`src/rtl/tprs_pkg.sv`:
```
// ----------------------------------------------------------------------------
// Two-plate release sequencer package
// Shared types, codes and constants for the sequencer datapath and registers.
// ----------------------------------------------------------------------------
package tprs_pkg;

   // field widths fixed by the interface
   localparam int CFG_BITS          = 24;
   localparam int STEP_TOTAL_BITS   = 32;
   localparam int PHASE_BITS        = 4;
   localparam int EVENT_BITS        = 3;
   localparam int CSR_INDEX_BITS    = 2;
   localparam int STEP_BITS_DEFAULT = 32;

   // command codes
   localparam logic OP_POLL  = 1'b0;
   localparam logic OP_START = 1'b1;

   // register indexes
   localparam logic [CSR_INDEX_BITS-1:0] CSR_CENTER_STEPS   = 2'd0;
   localparam logic [CSR_INDEX_BITS-1:0] CSR_FLAG_REOPEN    = 2'd1;
   localparam logic [CSR_INDEX_BITS-1:0] CSR_RELEASE_TARGET = 2'd2;
   localparam logic [CSR_INDEX_BITS-1:0] CSR_FINAL_RUN      = 2'd3;

   // event codes
   localparam logic [EVENT_BITS-1:0] EV_NONE     = 3'd0;
   localparam logic [EVENT_BITS-1:0] EV_STARTED  = 3'd1;
   localparam logic [EVENT_BITS-1:0] EV_REJECTED = 3'd2;
   localparam logic [EVENT_BITS-1:0] EV_COMPLETE = 3'd3;
   localparam logic [EVENT_BITS-1:0] EV_ABORTED  = 3'd4;

   // phase codes as reported on the result channel
   localparam logic [PHASE_BITS-1:0] PHC_IDLE    = 4'd0;
   localparam logic [PHASE_BITS-1:0] PHC_SEEK1   = 4'd1;
   localparam logic [PHASE_BITS-1:0] PHC_CENTER1 = 4'd2;
   localparam logic [PHASE_BITS-1:0] PHC_TRACK1  = 4'd3;
   localparam logic [PHASE_BITS-1:0] PHC_SEEK2   = 4'd4;
   localparam logic [PHASE_BITS-1:0] PHC_CENTER2 = 4'd5;
   localparam logic [PHASE_BITS-1:0] PHC_WAIT    = 4'd6;
   localparam logic [PHASE_BITS-1:0] PHC_AFTER   = 4'd7;
   localparam logic [PHASE_BITS-1:0] PHC_LEAVE2  = 4'd8;
   localparam logic [PHASE_BITS-1:0] PHC_FINAL   = 4'd9;

   // sequencer phase, one-hot
   typedef enum logic [9:0] {
      PH_IDLE    = 10'b00_0000_0001,
      PH_SEEK1   = 10'b00_0000_0010,
      PH_CENTER1 = 10'b00_0000_0100,
      PH_TRACK1  = 10'b00_0000_1000,
      PH_SEEK2   = 10'b00_0001_0000,
      PH_CENTER2 = 10'b00_0010_0000,
      PH_WAIT    = 10'b00_0100_0000,
      PH_AFTER   = 10'b00_1000_0000,
      PH_LEAVE2  = 10'b01_0000_0000,
      PH_FINAL   = 10'b10_0000_0000
   } phase_type;

   // configuration registers as seen by the sequencer
   typedef struct packed {
      logic [CFG_BITS-1:0] center_steps;
      logic [CFG_BITS-1:0] flag_reopen_steps;
      logic [CFG_BITS-1:0] release_target_steps;
      logic [CFG_BITS-1:0] final_run_steps;
   } cfg_type;

   // one input transaction
   typedef struct packed {
      logic                       op;
      logic [STEP_TOTAL_BITS-1:0] step_total;
      logic                       plate_present;
      logic                       motion_running;
   } req_item_type;

   // one result transaction
   typedef struct packed {
      logic                  flag_lowered;
      logic                  start_motion;
      logic                  arm_stop;
      logic [CFG_BITS-1:0]   stop_after;
      logic                  cycle_active;
      logic [PHASE_BITS-1:0] phase;
      logic [EVENT_BITS-1:0] event_res;
   } rsp_item_type;

   // map the one-hot phase to its reported code
   function automatic logic [PHASE_BITS-1:0] phase_code(input phase_type ph);
      logic [PHASE_BITS-1:0] code;
      case (ph)
         PH_IDLE:    code = PHC_IDLE;
         PH_SEEK1:   code = PHC_SEEK1;
         PH_CENTER1: code = PHC_CENTER1;
         PH_TRACK1:  code = PHC_TRACK1;
         PH_SEEK2:   code = PHC_SEEK2;
         PH_CENTER2: code = PHC_CENTER2;
         PH_WAIT:    code = PHC_WAIT;
         PH_AFTER:   code = PHC_AFTER;
         PH_LEAVE2:  code = PHC_LEAVE2;
         PH_FINAL:   code = PHC_FINAL;
         default:    code = PHC_IDLE;
      endcase
      return code;
   endfunction

endpackage

```
`src/rtl/tprs_csr.sv`:
```
// ----------------------------------------------------------------------------
// Two-plate release sequencer configuration registers
// Holds the four step-count registers written through the csr channel.
// ----------------------------------------------------------------------------
module tprs_csr (
   input  logic                                 clock,
   input  logic                                 reset,
   input  logic                                 csr_valid,
   input  logic [tprs_pkg::CSR_INDEX_BITS-1:0] csr_index,
   input  logic [tprs_pkg::CFG_BITS-1:0]       csr_data,
   output tprs_pkg::cfg_type                    cfg
);

   tprs_pkg::cfg_type cfg_ff;
   tprs_pkg::cfg_type cfg_in;

   // decode the write transaction
   always_comb begin
      cfg_in = cfg_ff;
      if (csr_valid) begin
         case (csr_index)
            tprs_pkg::CSR_CENTER_STEPS:   cfg_in.center_steps         = csr_data;
            tprs_pkg::CSR_FLAG_REOPEN:    cfg_in.flag_reopen_steps    = csr_data;
            tprs_pkg::CSR_RELEASE_TARGET: cfg_in.release_target_steps = csr_data;
            tprs_pkg::CSR_FINAL_RUN:      cfg_in.final_run_steps      = csr_data;
            default:                      cfg_in = cfg_ff;
         endcase
      end
   end

   always_ff @(posedge clock) begin
      if (reset) begin
         cfg_ff <= '0;
      end else begin
         cfg_ff <= cfg_in;
      end
   end

   assign cfg = cfg_ff;

endmodule

```
`src/rtl/tprs_seq.sv`:
```
// ----------------------------------------------------------------------------
// Two-plate release sequencer phase logic
// Holds the phase and step marks and computes one result per transaction.
// ----------------------------------------------------------------------------
module tprs_seq #(
   parameter int STEP_BITS = tprs_pkg::STEP_BITS_DEFAULT
) (
   input  logic                   clock,
   input  logic                   reset,
   input  logic                   advance,
   input  tprs_pkg::req_item_type item,
   input  tprs_pkg::cfg_type      cfg,
   output tprs_pkg::rsp_item_type result
);

   localparam int CFG_BITS = tprs_pkg::CFG_BITS;
   localparam int CMP_BITS = (STEP_BITS > CFG_BITS) ? STEP_BITS : CFG_BITS;

   // distance against a register limit, both zero-extended
   function automatic logic at_least(input logic [STEP_BITS-1:0] span,
                                     input logic [CFG_BITS-1:0]  lim);
      return CMP_BITS'(span) >= CMP_BITS'(lim);
   endfunction

   // control state
   tprs_pkg::phase_type phase_ff, phase_in;
   logic                flag_ff, flag_in;
   logic                first_left_ff, first_left_in;
   logic                second_left_ff, second_left_in;

   // step marks and latched values
   logic [STEP_BITS-1:0] center_mark_ff, center_mark_in;
   logic [STEP_BITS-1:0] drop1_mark_ff, drop1_mark_in;
   logic [STEP_BITS-1:0] leave1_mark_ff, leave1_mark_in;
   logic [STEP_BITS-1:0] drop2_mark_ff, drop2_mark_in;
   logic [CFG_BITS-1:0]  window_ff, window_in;
   logic [CFG_BITS-1:0]  center_lat_ff, center_lat_in;

   logic [STEP_BITS-1:0] now;
   logic [STEP_BITS-1:0] since_center, since_drop1, since_drop2, since_leave;
   logic [CMP_BITS-1:0]  transit_ext, target_ext, window_diff;
   logic [CFG_BITS-1:0]  window_cap;
   logic                 cap_first, cap_second, first_left_eff, second_left_eff;
   logic                 leave_ok, running;
   logic                 start_motion, arm_stop;
   logic [CFG_BITS-1:0]  stop_after;
   logic [tprs_pkg::EVENT_BITS-1:0] event_res;

   // wrapping distances from each mark
   assign now          = STEP_BITS'(item.step_total);
   assign since_center = now - center_mark_ff;
   assign since_drop1  = now - drop1_mark_ff;
   assign since_drop2  = now - drop2_mark_ff;
   assign since_leave  = now - leave1_mark_ff;
   assign running      = (phase_ff != tprs_pkg::PH_IDLE);

   // first plate leaving: capture its transit and the release window
   assign cap_first      = !first_left_ff && !item.plate_present;
   assign first_left_eff = first_left_ff || cap_first;
   assign transit_ext    = CMP_BITS'(since_drop1);
   assign target_ext     = CMP_BITS'(cfg.release_target_steps);
   assign window_diff    = target_ext - transit_ext;
   assign window_cap     = (transit_ext < target_ext) ? window_diff[CFG_BITS-1:0] : '0;
   assign leave_ok       = cap_first ? (window_cap == '0)
                                     : at_least(since_leave, window_ff);

   // second plate leaving
   assign cap_second      = !second_left_ff && !item.plate_present;
   assign second_left_eff = second_left_ff || cap_second;

   // next state and result
   always_comb begin
      phase_in       = phase_ff;
      flag_in        = flag_ff;
      first_left_in  = first_left_ff;
      second_left_in = second_left_ff;
      center_mark_in = center_mark_ff;
      drop1_mark_in  = drop1_mark_ff;
      leave1_mark_in = leave1_mark_ff;
      drop2_mark_in  = drop2_mark_ff;
      window_in      = window_ff;
      center_lat_in  = center_lat_ff;
      start_motion   = 1'b0;
      arm_stop       = 1'b0;
      stop_after     = '0;
      event_res      = tprs_pkg::EV_NONE;

      if (item.op == tprs_pkg::OP_START) begin
         if (item.motion_running || running) begin
            event_res = tprs_pkg::EV_REJECTED;
         end else begin
            flag_in        = 1'b0;
            start_motion   = 1'b1;
            phase_in       = item.plate_present ? tprs_pkg::PH_CENTER1 : tprs_pkg::PH_SEEK1;
            first_left_in  = 1'b0;
            second_left_in = 1'b0;
            center_mark_in = now;
            center_lat_in  = cfg.center_steps;
            drop1_mark_in  = now;
            leave1_mark_in = now;
            drop2_mark_in  = now;
            window_in      = '0;
            event_res      = tprs_pkg::EV_STARTED;
         end
      end else if (running) begin
         if (!item.motion_running) begin
            // motion ended: complete in the final phase, abort elsewhere
            event_res = (phase_ff == tprs_pkg::PH_FINAL) ? tprs_pkg::EV_COMPLETE
                                                         : tprs_pkg::EV_ABORTED;
            phase_in  = tprs_pkg::PH_IDLE;
         end else begin
            // capture the first leave in the phases that watch for it
            if (cap_first && (phase_ff == tprs_pkg::PH_TRACK1 ||
                              phase_ff == tprs_pkg::PH_SEEK2  ||
                              phase_ff == tprs_pkg::PH_CENTER2 ||
                              phase_ff == tprs_pkg::PH_WAIT)) begin
               first_left_in  = 1'b1;
               leave1_mark_in = now;
               window_in      = window_cap;
            end
            // capture the second leave
            if (phase_ff == tprs_pkg::PH_AFTER || phase_ff == tprs_pkg::PH_LEAVE2) begin
               second_left_in = second_left_eff;
            end
            case (phase_ff)
               tprs_pkg::PH_SEEK1: begin
                  if (item.plate_present) begin
                     center_mark_in = now;
                     phase_in       = tprs_pkg::PH_CENTER1;
                  end
               end
               tprs_pkg::PH_CENTER1: begin
                  if (at_least(since_center, center_lat_ff)) begin
                     flag_in       = 1'b1;
                     drop1_mark_in = now;
                     first_left_in = 1'b0;
                     phase_in      = tprs_pkg::PH_TRACK1;
                  end
               end
               tprs_pkg::PH_TRACK1: begin
                  if (at_least(since_drop1, cfg.flag_reopen_steps)) begin
                     flag_in  = 1'b0;
                     phase_in = tprs_pkg::PH_SEEK2;
                  end
               end
               tprs_pkg::PH_SEEK2: begin
                  if (item.plate_present) begin
                     center_mark_in = now;
                     phase_in       = tprs_pkg::PH_CENTER2;
                  end
               end
               tprs_pkg::PH_CENTER2: begin
                  if (at_least(since_center, center_lat_ff)) begin
                     phase_in = tprs_pkg::PH_WAIT;
                  end
               end
               tprs_pkg::PH_WAIT: begin
                  if (first_left_eff && leave_ok) begin
                     flag_in        = 1'b1;
                     drop2_mark_in  = now;
                     second_left_in = 1'b0;
                     phase_in       = tprs_pkg::PH_AFTER;
                  end
               end
               tprs_pkg::PH_AFTER: begin
                  if (at_least(since_drop2, cfg.flag_reopen_steps)) begin
                     flag_in = 1'b0;
                     if (second_left_eff) begin
                        arm_stop   = 1'b1;
                        stop_after = cfg.final_run_steps;
                        phase_in   = tprs_pkg::PH_FINAL;
                     end else begin
                        phase_in = tprs_pkg::PH_LEAVE2;
                     end
                  end
               end
               tprs_pkg::PH_LEAVE2: begin
                  if (second_left_eff) begin
                     arm_stop   = 1'b1;
                     stop_after = cfg.final_run_steps;
                     phase_in   = tprs_pkg::PH_FINAL;
                  end
               end
               default: begin
                  phase_in = phase_ff;
               end
            endcase
         end
      end
   end

   // hold state between transactions, update on each one
   always_ff @(posedge clock) begin
      if (reset) begin
         phase_ff       <= tprs_pkg::PH_IDLE;
         flag_ff        <= 1'b0;
         first_left_ff  <= 1'b0;
         second_left_ff <= 1'b0;
      end else if (advance) begin
         phase_ff       <= phase_in;
         flag_ff        <= flag_in;
         first_left_ff  <= first_left_in;
         second_left_ff <= second_left_in;
      end
   end

   always_ff @(posedge clock) begin
      if (advance) begin
         center_mark_ff <= center_mark_in;
         drop1_mark_ff  <= drop1_mark_in;
         leave1_mark_ff <= leave1_mark_in;
         drop2_mark_ff  <= drop2_mark_in;
         window_ff      <= window_in;
         center_lat_ff  <= center_lat_in;
      end
   end

   // assemble the result transaction
   always_comb begin
      result.flag_lowered = flag_in;
      result.start_motion = start_motion;
      result.arm_stop     = arm_stop;
      result.stop_after   = stop_after;
      result.cycle_active = (phase_in != tprs_pkg::PH_IDLE);
      result.phase        = tprs_pkg::phase_code(phase_in);
      result.event_res    = event_res;
   end

endmodule

```
`src/rtl/two_plate_release_sequencer_unit.sv`:
```
// ----------------------------------------------------------------------------
// Two-plate release sequencer
// Steps a conveyor through seek, center, flag drop and reopen for two plates.
// ----------------------------------------------------------------------------
// Each transaction on req_ is a start command or a poll and yields exactly one
// result on rsp_. The block takes one transaction per clock: the request is
// held in an input register, the phase logic evaluates it there once the
// output register is free, and the result lands in the output register,
// from which it is presented on rsp_ until taken.
// When rsp_ready is low the output register holds,
// the input register fills behind it and req_ready drops; throughput returns
// to one per clock as soon as rsp_ready is high again. Configuration writes
// are taken every cycle and apply at once, except center_steps, which is
// sampled when a cycle starts. All step distances wrap at STEP_BITS bits.
module two_plate_release_sequencer_unit #(
   parameter int STEP_BITS = tprs_pkg::STEP_BITS_DEFAULT
) (
   input  logic                                  clock,
   input  logic                                  reset,
   // request channel
   input  logic                                  req_valid,
   output logic                                  req_ready,
   input  logic                                  req_op,
   input  logic [tprs_pkg::STEP_TOTAL_BITS-1:0]  req_step_total,
   input  logic                                  req_plate_present,
   input  logic                                  req_motion_running,
   // response channel
   output logic                                  rsp_valid,
   input  logic                                  rsp_ready,
   output logic                                  rsp_flag_lowered,
   output logic                                  rsp_start_motion,
   output logic                                  rsp_arm_stop,
   output logic [tprs_pkg::CFG_BITS-1:0]         rsp_stop_after,
   output logic                                  rsp_cycle_active,
   output logic [tprs_pkg::PHASE_BITS-1:0]       rsp_phase,
   output logic [tprs_pkg::EVENT_BITS-1:0]       rsp_event_res,
   // configuration channel
   input  logic                                  csr_valid,
   output logic                                  csr_ready,
   input  logic [tprs_pkg::CSR_INDEX_BITS-1:0]   csr_index,
   input  logic [tprs_pkg::CFG_BITS-1:0]         csr_data
);

   tprs_pkg::cfg_type      cfg;
   tprs_pkg::req_item_type req_item_ff, req_item_in;
   tprs_pkg::rsp_item_type rsp_item_ff, step_result;
   logic                   in_valid_ff, in_valid_in;
   logic                   out_valid_ff, out_valid_in;
   logic                   out_free, advance, req_take;

   assign csr_ready = 1'b1;

   tprs_csr u_csr (
      .clock     (clock),
      .reset     (reset),
      .csr_valid (csr_valid),
      .csr_index (csr_index),
      .csr_data  (csr_data),
      .cfg       (cfg)
   );

   // handshake: output register frees when empty or drained
   assign out_free  = !out_valid_ff || rsp_ready;
   assign advance   = in_valid_ff && out_free;
   assign req_ready = !in_valid_ff || out_free;
   assign req_take  = req_valid && req_ready;

   assign in_valid_in  = req_take || (in_valid_ff && !out_free);
   assign out_valid_in = advance || (out_valid_ff && !rsp_ready);

   // capture the request transaction
   always_comb begin
      req_item_in                = req_item_ff;
      if (req_take) begin
         req_item_in.op             = req_op;
         req_item_in.step_total     = req_step_total;
         req_item_in.plate_present  = req_plate_present;
         req_item_in.motion_running = req_motion_running;
      end
   end

   always_ff @(posedge clock) begin
      if (reset) begin
         in_valid_ff  <= 1'b0;
         out_valid_ff <= 1'b0;
      end else begin
         in_valid_ff  <= in_valid_in;
         out_valid_ff <= out_valid_in;
      end
   end

   always_ff @(posedge clock) begin
      req_item_ff <= req_item_in;
      if (advance) begin
         rsp_item_ff <= step_result;
      end
   end

   tprs_seq #(
      .STEP_BITS (STEP_BITS)
   ) u_seq (
      .clock   (clock),
      .reset   (reset),
      .advance (advance),
      .item    (req_item_ff),
      .cfg     (cfg),
      .result  (step_result)
   );

   // drive the response channel
   assign rsp_valid        = out_valid_ff;
   assign rsp_flag_lowered = rsp_item_ff.flag_lowered;
   assign rsp_start_motion = rsp_item_ff.start_motion;
   assign rsp_arm_stop     = rsp_item_ff.arm_stop;
   assign rsp_stop_after   = rsp_item_ff.stop_after;
   assign rsp_cycle_active = rsp_item_ff.cycle_active;
   assign rsp_phase        = rsp_item_ff.phase;
   assign rsp_event_res    = rsp_item_ff.event_res;

   // a stop is armed only on entry to the final phase
   a_arm_final : assert property (@(posedge clock) disable iff (reset)
      rsp_valid && rsp_arm_stop |-> rsp_phase == tprs_pkg::PHC_FINAL)
      else $error("arm_stop outside final phase");

   // a motion start comes only with a started event and an active cycle
   a_start_event : assert property (@(posedge clock) disable iff (reset)
      rsp_valid && rsp_start_motion |->
         rsp_event_res == tprs_pkg::EV_STARTED && rsp_cycle_active)
      else $error("start_motion without started event");

   // completion and abort leave the sequencer idle
   a_end_idle : assert property (@(posedge clock) disable iff (reset)
      rsp_valid && (rsp_event_res == tprs_pkg::EV_COMPLETE ||
                    rsp_event_res == tprs_pkg::EV_ABORTED) |->
         !rsp_cycle_active && rsp_phase == tprs_pkg::PHC_IDLE)
      else $error("cycle end did not return to idle");

   // the active flag agrees with the reported phase
   a_active_phase : assert property (@(posedge clock) disable iff (reset)
      rsp_valid |-> rsp_cycle_active == (rsp_phase != tprs_pkg::PHC_IDLE))
      else $error("cycle_active disagrees with phase");

endmodule

```
`config.mk`:
```
export PLATFORM = sky130hd
export DESIGN_NAME = two_plate_release_sequencer_unit
export DESIGN_NICKNAME = d
export VERILOG_FILES = /design/src/rtl/tprs_pkg.sv /design/src/rtl/tprs_csr.sv /design/src/rtl/tprs_seq.sv /design/src/rtl/two_plate_release_sequencer_unit.sv
export SDC_FILE = /design/constraint.sdc
export NUM_CORES = 1
export LEC_CHECK = 0
export ABC_AREA = 1
export BUFFER_PORTS_ARGS = -buffer_cell sky130_fd_sc_hd__buf_4
export CORE_MARGIN = 4
export CORE_UTILIZATION = 35
export CTS_BUF_LIST = sky130_fd_sc_hd__clkbuf_8 sky130_fd_sc_hd__clkbuf_16
export CTS_CLUSTER_SIZE = 28
export DETAILED_ROUTE_END_ITERATION = 8
export HOLD_SLACK_MARGIN = 0.02
export SETUP_SLACK_MARGIN = 0.02
export SLEW_MARGIN = 20
export SYNTH_ARGS = -nofsm -noshare
export SYNTH_HDL_FRONTEND = slang
export SYNTH_HIERARCHICAL = 1
export SYNTH_SLANG_ARGS = --single-unit
```
`constraint.sdc`:
```
create_clock -name clock -period 11.67 [get_ports clock]
set_input_delay 2.334 -clock clock [delete_from_list [all_inputs] [get_ports clock]]
set_output_delay 2.334 -clock clock [all_outputs]
set_load 0.01 [all_outputs]
```
-- Word level (Yosys, flattened, before mapping)
Index checks and enable logic that the tools add are counted.
- bits in registers: 357
- input port bits: 66
- output and inout bits: 38
- logic and storage cells: 190
- $add $sub $neg: 5
- magnitude comparators: 5
- eq/ne operators: 24
- mux-type cells: 77
- bitwise operators: 3
- reduce and logical (&&, ||, !) cells: 49
- operator list (kind ; number):
    2-to-1 mux 32 bit ; 20
    2-to-1 mux 24 bit ; 8
    2-to-1 mux 10 bit ; 13
    >= comparator 32 x 24 -> 1 bit ; 4
    subtractor 32 bit ; 4
    case mux 10 bit (8 select lines) ; 1
    case mux 24 bit (2 select lines) ; 1
    case mux 4 bit (9 select lines) ; 1
    less-than comparator 32 x 24 -> 1 bit ; 1
    2-to-1 mux 1 bit ; 25
    zero test 24 bit ; 1
    subtractor 24 bit ; 1
    equality test 10 bit, second input constant ; 2
    equality test 10 x 2 -> 1 bit, second input constant ; 2
    equality test 10 x 3 -> 1 bit, second input constant ; 2
    equality test 10 x 4 -> 1 bit, second input constant ; 2
    equality test 10 x 5 -> 1 bit, second input constant ; 2
    equality test 10 x 6 -> 1 bit, second input constant ; 2
    equality test 10 x 7 -> 1 bit, second input constant ; 2
    equality test 10 x 8 -> 1 bit, second input constant ; 2
    equality test 10 x 9 -> 1 bit, second input constant ; 2
    != test 10 x 1 -> 1 bit, second input constant ; 2
    AND reduction 6 bit ; 3
    nonzero test 2 bit ; 9
    18 further kinds ; 51

-- Longest topological paths before layout
Gate-level depths: netlist (run 1).
- depth after elaboration: 13
- mapped depth: 37
- gate-level depth less buffers: 37

-- Cells and area by module
Netlist (run 1), hierarchy kept.
- modules (own cells, without submodules) (module ; instances ; cells an instance ; area an instance (um2) ; sequential area each (um2)):
    tprs_seq ; 1 ; 2913 ; 20174.3 ; 5545.3
    tprs_csr ; 1 ; 619 ; 4043.9 ; 1921.8
    two_plate_release_sequencer_unit ; 1 ; 84 ; 2204.6 ; 2142.1

-- Worst setup path before layout (run 1)
OpenSTA, ideal clock, no wires.
- kind: input to register
- from: input rsp_ready
- to: register u_seq.drop1_mark_ff[0], enable pin
- arrival time: 7.311 ns
- path slack: 3.891 ns
- cell stages on the path: 4
- path buffers: 0
- cell sequence: inv_2 a21oi_1 o21ai_0 o21ai_0
- longest elaborated chain between the ends: 3
- ends and longest elaborated chain (item ; line ; text):
    from (decl) ; two_plate_release_sequencer_unit.sv:29 ; input logic rsp_ready,
    logical OR 1 bit ; two_plate_release_sequencer_unit.sv:63 ; assign out_free = !out_valid_ff || rsp_ready;
    logical AND 1 bit ; two_plate_release_sequencer_unit.sv:64 ; assign advance = in_valid_ff && out_free;
    named net advance ; two_plate_release_sequencer_unit.sv:49 ; logic out_free, advance, req_take;
    AND reduction 6 bit (no line) ; n/a ;
    to (signal assigned) ; tprs_seq.sv:210 ; drop1_mark_ff <= drop1_mark_in;
    to (decl) ; tprs_seq.sv:33 ; logic [STEP_BITS-1:0] drop1_mark_ff, drop1_mark_in;
The timed path passes the listed nets, and every way through them passes these cells.
A chain may end at the register's enable or synchronous reset.

==> results by stage, run 1 <==
CTS:
- The clock tree buffer depth is 3.
- The clock insertion delay at the later pin of the skew report is 0.61 ns.
- The TritonCTS clock tree is done.
- In this run the post-CTS setup repair buffer count came out at 0.
- Hold repair after CTS inserted 0 buffers.
- Post-CTS repair changed the size of 0 cells.
- Clock tree synthesis found a total of 357 sinks.
- The cell chosen for the clock root is sky130_fd_sc_hd__clkbuf_16.
- Counting the buffers created by CTS gives 44.
- The maximum level of the CTS H-tree is 2.
- The clock transition at the register clock pins on the worst setup and hold paths after CTS is 0.06 ns.

Critical path:
- The depth of the worst register-to-register path is 34.
- The worst register-to-register path begins at req_item_ff[2].
- For this design, the slowest cell found on the critical path is sky130_fd_sc_hd__xor2_1.
- The startpoint type of the worst setup path is a flip-flop.
- Together, buffers and inverters on the worst path number 3.
- The endpoint required time on the critical path is 12.00 ns.
- The most numerous cell type found on the critical path is sky130_fd_sc_hd__nand2_1.
- The stage delay of the slowest cell on the critical path is 0.47 ns.
- The critical path launch point is req_item_ff[2].
- The maximum net fanout on the critical path is 22.
- The instance count on the critical path is 34.
- The critical path is of the flip-flop to flip-flop type.
- The arrival time reported for the critical path endpoint is 6.03 ns.
- The category of cells accounting for the largest share of critical-path delay is simple AND/OR/NAND/NOR gates.
- The nature of the critical path endpoint is a flip-flop.

Synth:
- Summed over all instances, the cell type with the most area after synthesis is sky130_fd_sc_hd__edfxtp_1.
- For this run, asynchronously set or reset flops after synthesis account for 0%.
- By instance count, the leading cell after synthesis is sky130_fd_sc_hd__nand2_1.
- Of the synthesized area, sequential elements account for 36.4%.
- The flip-flop and latch count after synthesis is 357.
- The instance count of the mapped netlist is 3616.
- Counting flops with a built-in enable in the synthesized netlist gives 246.
- By area the synthesized netlist is led by sky130_fd_sc_hd__edfxtp_1 28%, sky130_fd_sc_hd__ha_1 13%, sky130_fd_sc_hd__nand2_1 13%, sky130_fd_sc_hd__inv_1 9.9%, sky130_fd_sc_hd__dfxtp_1 8.4%.
- The net count of the mapped netlist is 3954.
- In the synthesized netlist the dominant register cell turns out to be sky130_fd_sc_hd__edfxtp_1.
- The number of different library cells in the post-synthesis netlist is 56.
- After synthesis, the most frequently instantiated cells are 888 x sky130_fd_sc_hd__nand2_1, 696 x sky130_fd_sc_hd__inv_1, 442 x sky130_fd_sc_hd__nor2_1, 267 x sky130_fd_sc_hd__ha_1, 253 x sky130_fd_sc_hd__a21oi_1.
- After synthesis, the mean cell area works out to 7.31 um^2.
- The cell area after synthesis is 0.0264 mm^2.
- The number of warnings printed during yosys synthesis is 6.
- Of the post-synthesis cell area, the dominant cell type holds 28.0%.

Power and ir drop:
- The combinational group share of total power is 21.8%.
- The power share of the sequential group is 39.3%.
- Summed over all nets, the switching power comes to 1160 uW.
- In this run, the clock network consumes 38.9% of the power.
- The total design power is 3650 uW.
- Net switching is 31.9% of the power.
- The internal portion of the total power is 2490 uW.
- The power density over cell area is 123 mW/mm^2.
- IR analysis of the VDD net gives a maximum drop of 0.000105 V.
- The analysis attributes to cell leakage a power of 0.0148 uW.

STA:
- Setup repair after global routing left no endpoint under its margin.
- The accumulated negative setup slack is 0 ns.
- The peak clock frequency supported by timing is 0.176 GHz.
- After layout, the minimum clock period comes to 5.70 ns.
- The remaining max-slew budget at the tightest pin is 31.0%.
- The final number of hold-violating endpoints is 0.
- Between clock sinks in the finished design, the worst skew comes to 0.0438 ns.
- The worst path uses 48.8% of the clock period.
- Hold is met by 0.434 ns.
- At the pin with the least slew margin, the transition time is 1.04 ns.
- The number of pins with negative max-slew slack in the final report is 0.
- Setup violations remaining at the end of the flow were counted as 0.

Job:
- The total of max-cap violations is 0.

Outcome:
- The run finished with clean final reports.

Routing:
- The post-detailed-route wirelength per cell is 17.5 um.
- In the routed design, unresolved DRC markers number 0.
- The post-detailed-route via-to-cell ratio is 4.87.
- The total via count after detailed routing is 23070.
- The initial DRC count is 1731.
- The detail route stage leaves a number of antenna-violating nets equal to 0.
- The overall routed net length is 82800 um.
- The first detailed-routing pass took 5 iterations.

Die:
- The top-level port count is 104.
- The placeable core area is 0.0747 mm^2.
- The effective utilization at floorplan is 35.4%.
- The die is 283 um wide.
- The die covers 0.0800 mm^2.
- Row generation in the floorplan step produced 100 rows.
- The floorplan step set the die height to 283 um.

Placement:
- The routability-driven placement congestion ratio is 0.994.
- Buffers placed on the I/O ports in this run total 102.
- The post-DP HPWL is 65600 um.

Worst hold path:
- The worst hold path begins at u_csr/cfg[75].
- The cell depth of the worst min-delay path is 0.
- The tightest min-delay check is of the flip-flop to flip-flop type.

Finish:
- The area growth from synthesis to layout is 12.8%.
- After filler insertion, the fill cell instance count of the layout stands at 7790.
- The proportion of layout cells with a drive suffix above 1 is 6.96%.
- The repair_antennas step left the layout with diodes totalling 0.
- The number of nets in the layout is 4067.

GRT:
- Entering global routing, the biggest net connects 96 pins.
- The first global-routing pass estimated 125000 um of wire.
- The number of antenna violations at the first check in global routing was 1.
- For this run, the total global-route usage over all layers was measured as 20.3%.
- The via count of the first global-routing pass was 21745.
- The overflow left after global routing is 0.
-- logic make-up (layout without fill, tap and decap cells) --
logic type	Yosys count	count (layout)	share of synthesized area, %
and+or+nand+nor	1651	1651	25.9
other	1	1	0.0142
AOI/OAI and AO/OA	466	466	9.84
xor gates and xnor gates	109	109	3.61
DFF	357	357	36.4
adders and majority gates	272	272	13.0
buffers and inverters	760	909	11.2
-- state kept, by name, summed over array words and instances (netlist names) --
signal and count:
u_seq/first_left_ff 1, u_seq/drop1_mark_ff 32, u_seq/phase_ff 10, u_seq/center_lat_ff 24, u_seq/center_mark_ff 32, rsp_valid 1
u_seq/drop2_mark_ff 32, rsp_event_res 3, rsp_cycle_active 1, u_seq/leave1_mark_ff 32, req_item_ff 35, u_csr/cfg 96
rsp_start_motion 1, rsp_arm_stop 1, rsp_stop_after 24, rsp_phase 4, u_seq/window_ff 24, u_seq/flag_ff 1
rsp_flag_lowered 1, in_valid_ff 1, u_seq/second_left_ff 1
-- worst reg2reg max path: cells and delay by family, from the launching register on --
family | cells | cell delay, ns
AND/OR/NAND/NOR | 24 | 2.52
adder cells (fa/ha/maj) | 3 | 1.00
AO/OA/AOI/OAI | 3 | 0.62
XOR/XNOR | 1 | 0.47
flip-flops | 1 | 0.44
buffers and inverters | 3 | 0.39
-- cells in the final DEF, fill, tap and decap left out, types with 50 or more instances in the layout --
cell	n
sky130_fd_sc_hd__nand2_1	887
sky130_fd_sc_hd__inv_1	703
sky130_fd_sc_hd__nor2_1	439
sky130_fd_sc_hd__ha_1	267
sky130_fd_sc_hd__a21oi_1	252
sky130_fd_sc_hd__edfxtp_1	246
sky130_fd_sc_hd__nand3_1	146
sky130_fd_sc_hd__buf_4	121
sky130_fd_sc_hd__dfxtp_1	111
sky130_fd_sc_hd__o21ai_0	103
sky130_fd_sc_hd__xor2_1	79
sky130_fd_sc_hd__nand4_1	52
sky130_fd_sc_hd__nor3_1	50
-- cell type report --
cell class / instances / area (um^2) / share of cell area (%)
timing repair buffer: 122 / 936 / 3.14
clock buffer: 46 / 1130 / 3.79
tap: 969 / 1210 / 4.07
sequential: 357 / 9610 / 32.2
multi-input combinational: 2499 / 13900 / 46.6
inverter: 705 / 2650 / 8.88
clock inverter: 36 / 390 / 1.31
-- final timing paths --
path,endpoint,slack [ns]
worst min register to register,u_seq/center_lat_ff[3],0.43
worst max register to register,rsp_phase[0],5.97
worst min-delay path,u_seq/center_lat_ff[3],0.43
worst max-delay path,rsp_phase[0],5.97
-- through the flow --
stage / utilization [%] / area (um^2) / std cells / worst slack, ns
after floorplan: - / 26400 / 3616 / 3.89
after global placement: 37.8 / 28300 / 4651 / 5.88
after detailed placement: 37.8 / 28300 / 4651 / 5.92
after CTS: 39.9 / 29800 / 4733 / 6.03
after global routing: 39.9 / 29800 / 4734 / 5.47
final: 39.9 / 29800 / 4734 / 5.97
-- layer usage --
| metal | vias up | routed length (um) | global-route usage, % |
|---|---|---|---|
| met5 | - | 13 | 0 |
| met4 | 2 | 2030 | 5.16 |
| met3 | 104 | 4550 | 2.53 |
| met2 | 542 | 38500 | 34.5 |
| met1 | 10613 | 37700 | 27.5 |
| li1 | 11809 | - | - |
-- power by group through the flow --
stage                     sequential (uW)  combinational, uW  clock (uW)
final                                1440                795        1420
after global routing                 1440                892        1520
after CTS                            1440                791        1460
after detailed placement             1460                786           0
after global placement               1460                785           0
after floorplan                      1450                541           0
Note: power is estimated with default switching activity, not from simulation.
==> inputs of run 2 (changes only) <==
==> constraint.sdc (replaced) <==
create_clock -name clock -period 5.6 [get_ports clock]
set_input_delay 1.12 -clock clock [delete_from_list [all_inputs] [get_ports clock]]
set_output_delay 1.12 -clock clock [all_outputs]
set_load 0.01 [all_outputs]
==> run 2 against run 1 <==
Against the previous run:
- sequential cell count unchanged
- largest power group is now the clock network
- clock power increased by 120%
- die area unchanged
- cell count increased by 0.99%
- final area increased by 2.1%
- via count increased by 2.5%
==> results by stage, run 2 (same netlist as run 1, synthesis figures left out) <==
Die:
- The number of cell rows is 100.
- The placeable core area is 0.0747 mm^2.
- Once the floorplan was initialized, standard cells occupied 35.4% of the core.
- The vertical extent of the die is 283 um.
- The top-level port count is 104.
- The floorplan step defined a die boundary enclosing 0.0800 mm^2.
- The floorplan step set the die width to 283 um.

Critical path:
- STA classifies the critical path startpoint as a flip-flop.
- The nature of the critical path endpoint is a flip-flop.
- The arrival time reported for the critical path endpoint is 5.47 ns.
- STA puts the critical path data required time at 5.92 ns.
- By instance count, the cell type seen most on the critical path is sky130_fd_sc_hd__nand2_1.
- The largest single stage delay on the critical path is 0.44 ns.
- The maximum net fanout on the critical path is 5.
- The cell with the largest stage delay on the worst path is sky130_fd_sc_hd__edfxtp_1.
- The startpoint-to-endpoint class of the critical path is flip-flop to flip-flop.

Routing:
- The final layout contains routed wiring with a total length of 87400 um.
- After detailed routing, the average wire length per cell comes to 18.3 um.
- In the routed layout, each cell is associated on average with a via count of 4.94.
- For this run, design rule violations remaining after detail routing come to 0.
- The initial DRC count is 2183.
- The number of routed nets with antenna violations is 0.
- The total via count after detailed routing is 23642.
- For this run, the detailed router's first-pass iteration total came to 6.

STA:
- The number of pins with negative max-slew slack in the final report is 0.
- The remaining max-slew budget at the tightest pin is 38.1%.
- The clock arrives with 0.0514 ns of skew.
- Dividing the final minimum period by the clock period gives 92.0%.
- Subtracting the final worst setup slack from the clock period gives 5.15 ns.
- For the pin with the worst max-slew slack, the measured transition is 0.919 ns.
- The number of setup violations in the final report is 0.
- The peak clock frequency supported by timing is 0.194 GHz.
- In the post-route analysis, the smallest setup slack over all paths is 0.446 ns.
- The final number of hold-violating endpoints is 0.

Worst hold path:
- The worst min-delay path category is flip-flop to flip-flop.

Outcome:
- The flow ran to the end, and the final reports show no timing, DRC or antenna violations.

Power and ir drop:
- The clock share of power is 39.8%.
- Internal power comes to 5380 uW.
- VDD sags by at most 0.000217 V.
- Net switching is 31.6% of the power.
- The leakage power total is 0.0151 uW.
- Summed over all nets, the switching power comes to 2480 uW.
- Per report_power, the sequential group accounts for 37.9% of the total.
- The power density over cell area is 258 mW/mm^2.
- The share of total power dissipated in combinational logic is 22.3%.

Finish:
- The most frequent standard cell in the layout excluding fill and tap cells is sky130_fd_sc_hd__nand2_1.
- The proportion of layout cells with a drive suffix above 1 is 8.87%.
- The number of nets in the layout is 4113.
- The area of all sequential standard cells is 0.00961 mm^2.
- The flip-flop count of the largest register, all copies and words added is 96.
- Compared with the post-synthesis result, the final layout area differs by 15.2%.
- Counting the fill cells in the layout gives 7683.
- The diode insertion count for antenna repair is 0.
- Leaving out fill and tap cells, the most frequent cells in the layout are 885 x sky130_fd_sc_hd__nand2_1, 701 x sky130_fd_sc_hd__inv_1, 436 x sky130_fd_sc_hd__nor2_1, 263 x sky130_fd_sc_hd__ha_1, 250 x sky130_fd_sc_hd__a21oi_1.
- Cells fill 40.8% of the core in the end.
- The multi-input combinational cell area is 0.0140 mm^2.

GRT:
- The first global-routing pass estimated 131000 um of wire.
- The overflow left after global routing is 0.
- The met2 track utilization from global routing is 34.7%.
- The via count of the first global-routing pass is 22005.
- The global-route met3 utilization is 2.64%.
- The met1 track demand over resource is 30.4%.
- The global-route usage over all layers is 21.5%.
- The number of antenna violations at the first check in global routing is 0.
- Entering global routing, the biggest net connects 52 pins.
- The most used routing layer in global routing is met2.

CTS:
- The cell chosen for the clock root is sky130_fd_sc_hd__clkbuf_16.
- Clock-pin slew was measured on the worst setup and hold paths at 0.06 ns.
- TritonCTS built the clock tree.
- The total CTS buffers is 45.
- The sink count of the clock tree is 357.
- In this run the deepest clock path goes through 3 buffers.
- In this run the number of H-tree levels came out at 2.
- The clock insertion delay at the later pin of the skew report is 0.61 ns.

Placement:
- The HPWL after detailed placement is 68600 um.
- During placement, the flow inserted port buffers numbering 102.
- The routability-driven placement congestion ratio is 0.925.
- At the placement stage, the worst setup path has a slack of 0.221 ns.

Job:
- The total of max-cap violations is 0.
## run 2: cell types whose count changed in the layout (fill, tap and decap cells not counted), sizes merged
cell,change
inv,-4
bufinv,+2
buf,+45
clkbuf,+4
## run 2: routing by layer
layer  vias up  share of wire (%)  routed length (um)
li1      11915                  -                   -
met1     10972                 47               41000
met2       648                 45               39300
met3       107                5.4                4740
met4         0                2.8                2420
met5         -                  0                   0
## run 2: area by class of cell
cell class	count	area share, %
clock buffers	50	3.93
clock inverters	34	1.38
inverters	705	8.69
multi-input cells	2499	46.1
flip-flops and latches	357	31.6
well taps	969	3.98
repair buffers	167	4.32
## run 2: timing repair
item                                    4_1_cts  5_1_grt
buffers inserted                              0       13
hold endpoints to repair                      0        0
hold buffers                                  0        0
endpoints found under the setup margin        0       73
gates resized for setup                       0       30
## run 2: power by group through the flow
stage | logic (uW) | clock network (uW) | registers [uW]
floorplan | 1130 | 0 | 3020
detailed placement | 1680 | 0 | 3040
finish | 1750 | 3130 | 2980
global route | 1950 | 3320 | 2990
global placement | 1680 | 0 | 3040
CTS | 1690 | 3210 | 2990
## run 2: metrics by stage
step / setup TNS [ns] / hold slack [ns] / power (uW) / area, um^2 / instances
after CTS: 0 / 0.423 / 7900 / 30200 / 4768
after floorplan: 0 / 0.409 / 4140 / 26400 / 3616
after global routing: -0.00265 / 0.444 / 8260 / 30400 / 4781
after global placement: 0 / 0.414 / 4730 / 28500 / 4684
after detailed placement: 0 / 0.415 / 4730 / 28500 / 4684
final: 0 / 0.427 / 7870 / 30400 / 4781
## run 2: final timing paths
check            startpoint                 endpoint  slack, ns  cells past startpoint
max          req_item_ff[2]             rsp_phase[0]       0.45                     32
min           u_csr/cfg[88]  u_seq/center_lat_ff[16]       0.43                      0
max reg2reg  req_item_ff[2]             rsp_phase[0]       0.45                     32
min reg2reg   u_csr/cfg[88]  u_seq/center_lat_ff[16]       0.43                      0
## run 2: worst max-delay path: cells and delay by family (launching register included)
| family | cells | cell delay, ns |
|---|---|---|
| buf+inv | 5 | 0.57 |
| compound gates | 2 | 0.36 |
| flops | 1 | 0.44 |
| fa+ha+maj | 3 | 0.97 |
| simple gates | 21 | 2.32 |
| xor+xnor | 1 | 0.21 |
==> inputs of run 3 (changes only) <==
--- a/config.mk
+++ b/config.mk
@@ -17,5 +17,4 @@
 export SLEW_MARGIN = 20
 export SYNTH_ARGS = -nofsm -noshare
 export SYNTH_HDL_FRONTEND = slang
-export SYNTH_HIERARCHICAL = 1
 export SYNTH_SLANG_ARGS = --single-unit
==> run 3 against run 2 <==
Against the previous run:
- total power down 2.8%
- global-route usage down 0.90 points
- sequential power about the same
- synthesized cell count down 8.5%
- critical path depth down 6
- setup slack worse by 0.11 ns
- clock power down 7.0%
- first-iteration DRC count down 23%
- critical path type unchanged
- largest power group is now sequential cells
==> results by stage, run 3 <==
Outcome:
- The run finished with clean final reports.

Routing:
- The overall routed net length is 81200 um.
- The total via count after detailed routing is 22354.
- Once detail routing completed, the nets flagged for antenna violations numbered 0.
- The number of detailed-routing iterations run before antenna repair is 8.
- The post-detailed-route via-to-cell ratio is 4.98.
- The first routing iteration left 1688 violations.
- The number of remaining DRC errors is 0.
- The post-detailed-route wirelength per cell is 18.1 um.

STA:
- The number of setup violations in the final report is 0.
- The slew at the pin closest to its max-slew limit is 0.887 ns.
- The final critical path takes up 94.0% of the cycle.
- The final setup skew is 0.0325 ns.
- Setup repair after global routing could not meet its margin everywhere.
- The peak clock frequency supported by timing is 0.190 GHz.
- The smallest clock period supported by the final layout is computed as 5.26 ns.
- In this run the tightest slew margin relative to its limit is 40.9%.
- The number of pins with negative max-slew slack in the final report was 0.
- Adding up every negative setup slack in the final design gives 0 ns.
- The final number of hold-violating endpoints is 0.

Critical path:
- The depth of the worst register-to-register path is 26.
- At the worst endpoint, the arrival time is 5.58 ns.
- The startpoint type of the worst setup path is a flip-flop.
- The instance count on the critical path is 26.
- The maximum net fanout on the critical path is 7.
- At the worst endpoint, the required time is 5.92 ns.
- The cell with the largest stage delay on the worst path is sky130_fd_sc_hd__edfxtp_1.
- For this run, the slowest stage of the critical path takes 0.55 ns.
- The startpoint-to-endpoint class of the critical path is flip-flop to flip-flop.
- The worst setup path is captured at a flip-flop.
- The cell family contributing the most delay on the critical path is compound AO/OA/AOI/OAI gates.
- Among the stages of the critical path, the cell type that occurs most often is sky130_fd_sc_hd__nand2_1.
- The count of buffering cells on the critical path with inverters included is 4.

Finish:
- From synthesis to final layout, the design area changed by 16.4%.
- The proportion of layout cells with a drive suffix above 1 is 10.3%.
- The number of nets in the layout is 3838.
- Measured on the finished design, the core utilization comes to 41.2%.
- The number of antenna diodes in the final layout is 0.
- The most frequent standard cell in the layout excluding fill and tap cells is sky130_fd_sc_hd__nand2_1.
- The multi-input combinational cell area is 0.0133 mm^2.
- The register with the most flip-flops in the layout has 96 of them.
- The layout filler cell count is 7488.
- Registers take 0.00961 mm^2.
- The top cell types in the final layout, fill and taps aside, are 679 x sky130_fd_sc_hd__nand2_1, 619 x sky130_fd_sc_hd__inv_1, 307 x sky130_fd_sc_hd__nor2_1, 276 x sky130_fd_sc_hd__a21oi_1, 257 x sky130_fd_sc_hd__ha_1.

GRT:
- Global routing finished with a remaining overflow of 0.
- The via count of the first global-routing pass was 21199.
- The first global-routing pass estimated 124000 um of wire.
- The number of antenna violations at the first check in global routing is 0.
- In the global route stage, overall resource usage came out at 20.6%.
- Entering global routing, the biggest net connects 61 pins.

CTS:
- The sink count of the clock tree is 357.
- The H-tree was split into 2 levels.
- The clock tree buffer depth is 3.
- The number of clock buffers added by TritonCTS is 45.
- The later pin in the worst-skew pair is clocked with a latency of 0.60 ns.
- The TritonCTS clock tree is done.
- The cell chosen for the clock root is sky130_fd_sc_hd__clkbuf_16.
- After clock tree synthesis, the clock-pin slew on the worst setup and hold paths is 0.06 ns.
- After clock tree synthesis, the flow added hold-fix buffers numbering 0.

Die:
- After floorplanning, the core was divided into 98 placement rows.
- The die is 277 um tall.
- The top-level port count is 104.
- The placeable core area is 0.0716 mm^2.
- Once the floorplan was initialized, standard cells occupied 35.4% of the core.
- The die is 277 um wide.
- The die covers 0.0767 mm^2.

Synth:
- During synthesis, Yosys emitted a total of 0 warnings.
- The most common cell in the synthesized netlist is sky130_fd_sc_hd__nand2_1.
- Counting instances in the post-synthesis netlist gives the leading cell types as 681 x sky130_fd_sc_hd__nand2_1, 615 x sky130_fd_sc_hd__inv_1, 311 x sky130_fd_sc_hd__nor2_1, 280 x sky130_fd_sc_hd__a21oi_1, 267 x sky130_fd_sc_hd__ha_1.
- The instance count of the mapped netlist is 3307.
- The number of enable-type register cells in the synthesized netlist is 246.
- By area the synthesized netlist is led by sky130_fd_sc_hd__edfxtp_1 29%, sky130_fd_sc_hd__ha_1 13%, sky130_fd_sc_hd__nand2_1 10%, sky130_fd_sc_hd__inv_1 9.1%, sky130_fd_sc_hd__dfxtp_1 8.8%.
- The flip-flop cell with the highest count after synthesis is sky130_fd_sc_hd__edfxtp_1.
- In this run, synthesis produced a sequential element count of 357.
- A synthesized cell averages 7.66 um^2.
- The share of the synthesized area in the top cell type is 29.2%.
- Of all cell types, the one taking the most synthesized area is sky130_fd_sc_hd__edfxtp_1.
- Yosys mapped the design onto 51 distinct sky130hd cell types.
- The portion of the post-synthesis area used by sequential elements is 37.9%.
- Summing every instance area after synthesis gives 0.0253 mm^2.
- The net count of the mapped netlist is 3645.
- In the synthesized netlist the async set-or-reset flop fraction comes to 0%.

Power and ir drop:
- The power density over cell area is 259 mW/mm^2.
- IR analysis of the VDD net gives a maximum drop of 0.000226 V.
- Summed over all cells, the static leakage comes to 0.0138 uW.

Worst hold path:
- The cell depth of the worst min-delay path is 0.
- The worst min-delay path category is flip-flop to flip-flop.

Job:
- The total of max-cap violations is 0.

Placement:
- Detailed placement ended at an HPWL of 64200 um.
- The routability-driven placement congestion ratio is 0.981.
- Port buffering added 102 buffers.
## run 3: cell types whose count changed after synthesis, sizes merged, moves of 25 or more
cell   change
nor2     -132
o21ai     +89
buf       -25
nand3     -27
a21oi     +26
inv       -74
nand2    -203
## run 3: logic make-up after synthesis
| kind of cell | after synthesis | share of synthesized area, % |
|---|---|---|
| simple gates | 1300 | 21.7 |
| buf+inv | 678 | 10.1 |
| compound gates | 584 | 12.6 |
| flops | 357 | 37.9 |
| fa+ha+maj | 272 | 13.6 |
| xor+xnor | 115 | 3.98 |
| other cells | 1 | 0.0148 |
## run 3: stage by stage
stage / total power (uW) / std cells / setup WS, ns / instance area, um^2 / hold WS (ns)
6_report: 7640 / 4485 / 0.338 / 29500 / 0.429
5_1_grt: 8060 / 4485 / 0.0127 / 29500 / 0.439
2_1_floorplan: 4140 / 3307 / 0.422 / 25300 / 0.409
4_1_cts: 7690 / 4475 / 0.118 / 29200 / 0.430
3_5_place_dp: 4740 / 4393 / 0.130 / 27800 / 0.415
3_3_place_gp: 4740 / 4393 / 0.160 / 27800 / 0.413
## run 3: final timing paths
path | endpoint | slack [ns] | start
hold / removal | u_seq.center_lat_ff[5] | 0.43 | u_csr.cfg[77]
hold reg to reg | u_seq.center_lat_ff[5] | 0.43 | u_csr.cfg[77]
setup reg to reg | rsp_cycle_active | 0.34 | req_item_ff[6]
setup / recovery | rsp_cycle_active | 0.34 | req_item_ff[6]
## run 3: metal layers
| layer | track usage [%] | wire length (um) |
|---|---|---|
| met3 | 2.35 | 4460 |
| met4 | 5.00 | 2130 |
| met1 | 30.4 | 39300 |
| met5 | 0 | 0 |
| met2 | 32.2 | 35300 |
## run 3: final cells by class
cell class / instances / area share, %
multi-input cells: 2272 / 45.3
clock inverters: 34 / 0.997
well taps: 950 / 4.03
flip-flops and latches: 357 / 32.6
repair buffers: 194 / 5.07
inverters: 630 / 8.02
clock buffers: 48 / 4.00
## run 3: power by group
| group | internal (uW) | switching [uW] |
|---|---|---|
| logic | 622 | 1140 |
| clock network | 1710 | 1200 |
| registers | 2910 | 58.0 |
| total | 5240 | 2400 |
## run 3: repair_timing
| action | 4_1_cts | 5_1_grt |
|---|---|---|
| endpoints found under the hold margin | 0 | 0 |
| setup endpoints to repair | 0 | 40 |
| setup buffers | 0 | 10 |
| resized for setup | 0 | 31 |
## run 3: worst register-to-register path, stage by stage, from the launching register on
cell	delay (ns)
sky130_fd_sc_hd__edfxtp_1	0.55
sky130_fd_sc_hd__ha_1	0.31
sky130_fd_sc_hd__a21oi_1	0.44
sky130_fd_sc_hd__inv_1	0.16
sky130_fd_sc_hd__a31oi_2	0.40
sky130_fd_sc_hd__o21ai_0	0.29
sky130_fd_sc_hd__nand2_1	0.11
sky130_fd_sc_hd__nand2_1	0.08
sky130_fd_sc_hd__xor2_1	0.16
sky130_fd_sc_hd__buf_4	0.14
sky130_fd_sc_hd__ha_1	0.26
sky130_fd_sc_hd__nand2_1	0.08
sky130_fd_sc_hd__nor2_1	0.05
sky130_fd_sc_hd__a211oi_1	0.22
sky130_fd_sc_hd__o221a_2	0.25
sky130_fd_sc_hd__nand4_1	0.12
sky130_fd_sc_hd__nor2_1	0.11
sky130_fd_sc_hd__nand3_1	0.20
sky130_fd_sc_hd__nand2_1	0.15
sky130_fd_sc_hd__nand3b_1	0.10
sky130_fd_sc_hd__nand3_1	0.07
sky130_fd_sc_hd__o21ai_1	0.15
sky130_fd_sc_hd__inv_1	0.15
sky130_fd_sc_hd__nand2_1	0.06
sky130_fd_sc_hd__nor2_1	0.16
sky130_fd_sc_hd__buf_4	0.14
sky130_fd_sc_hd__nand4_1	0.08
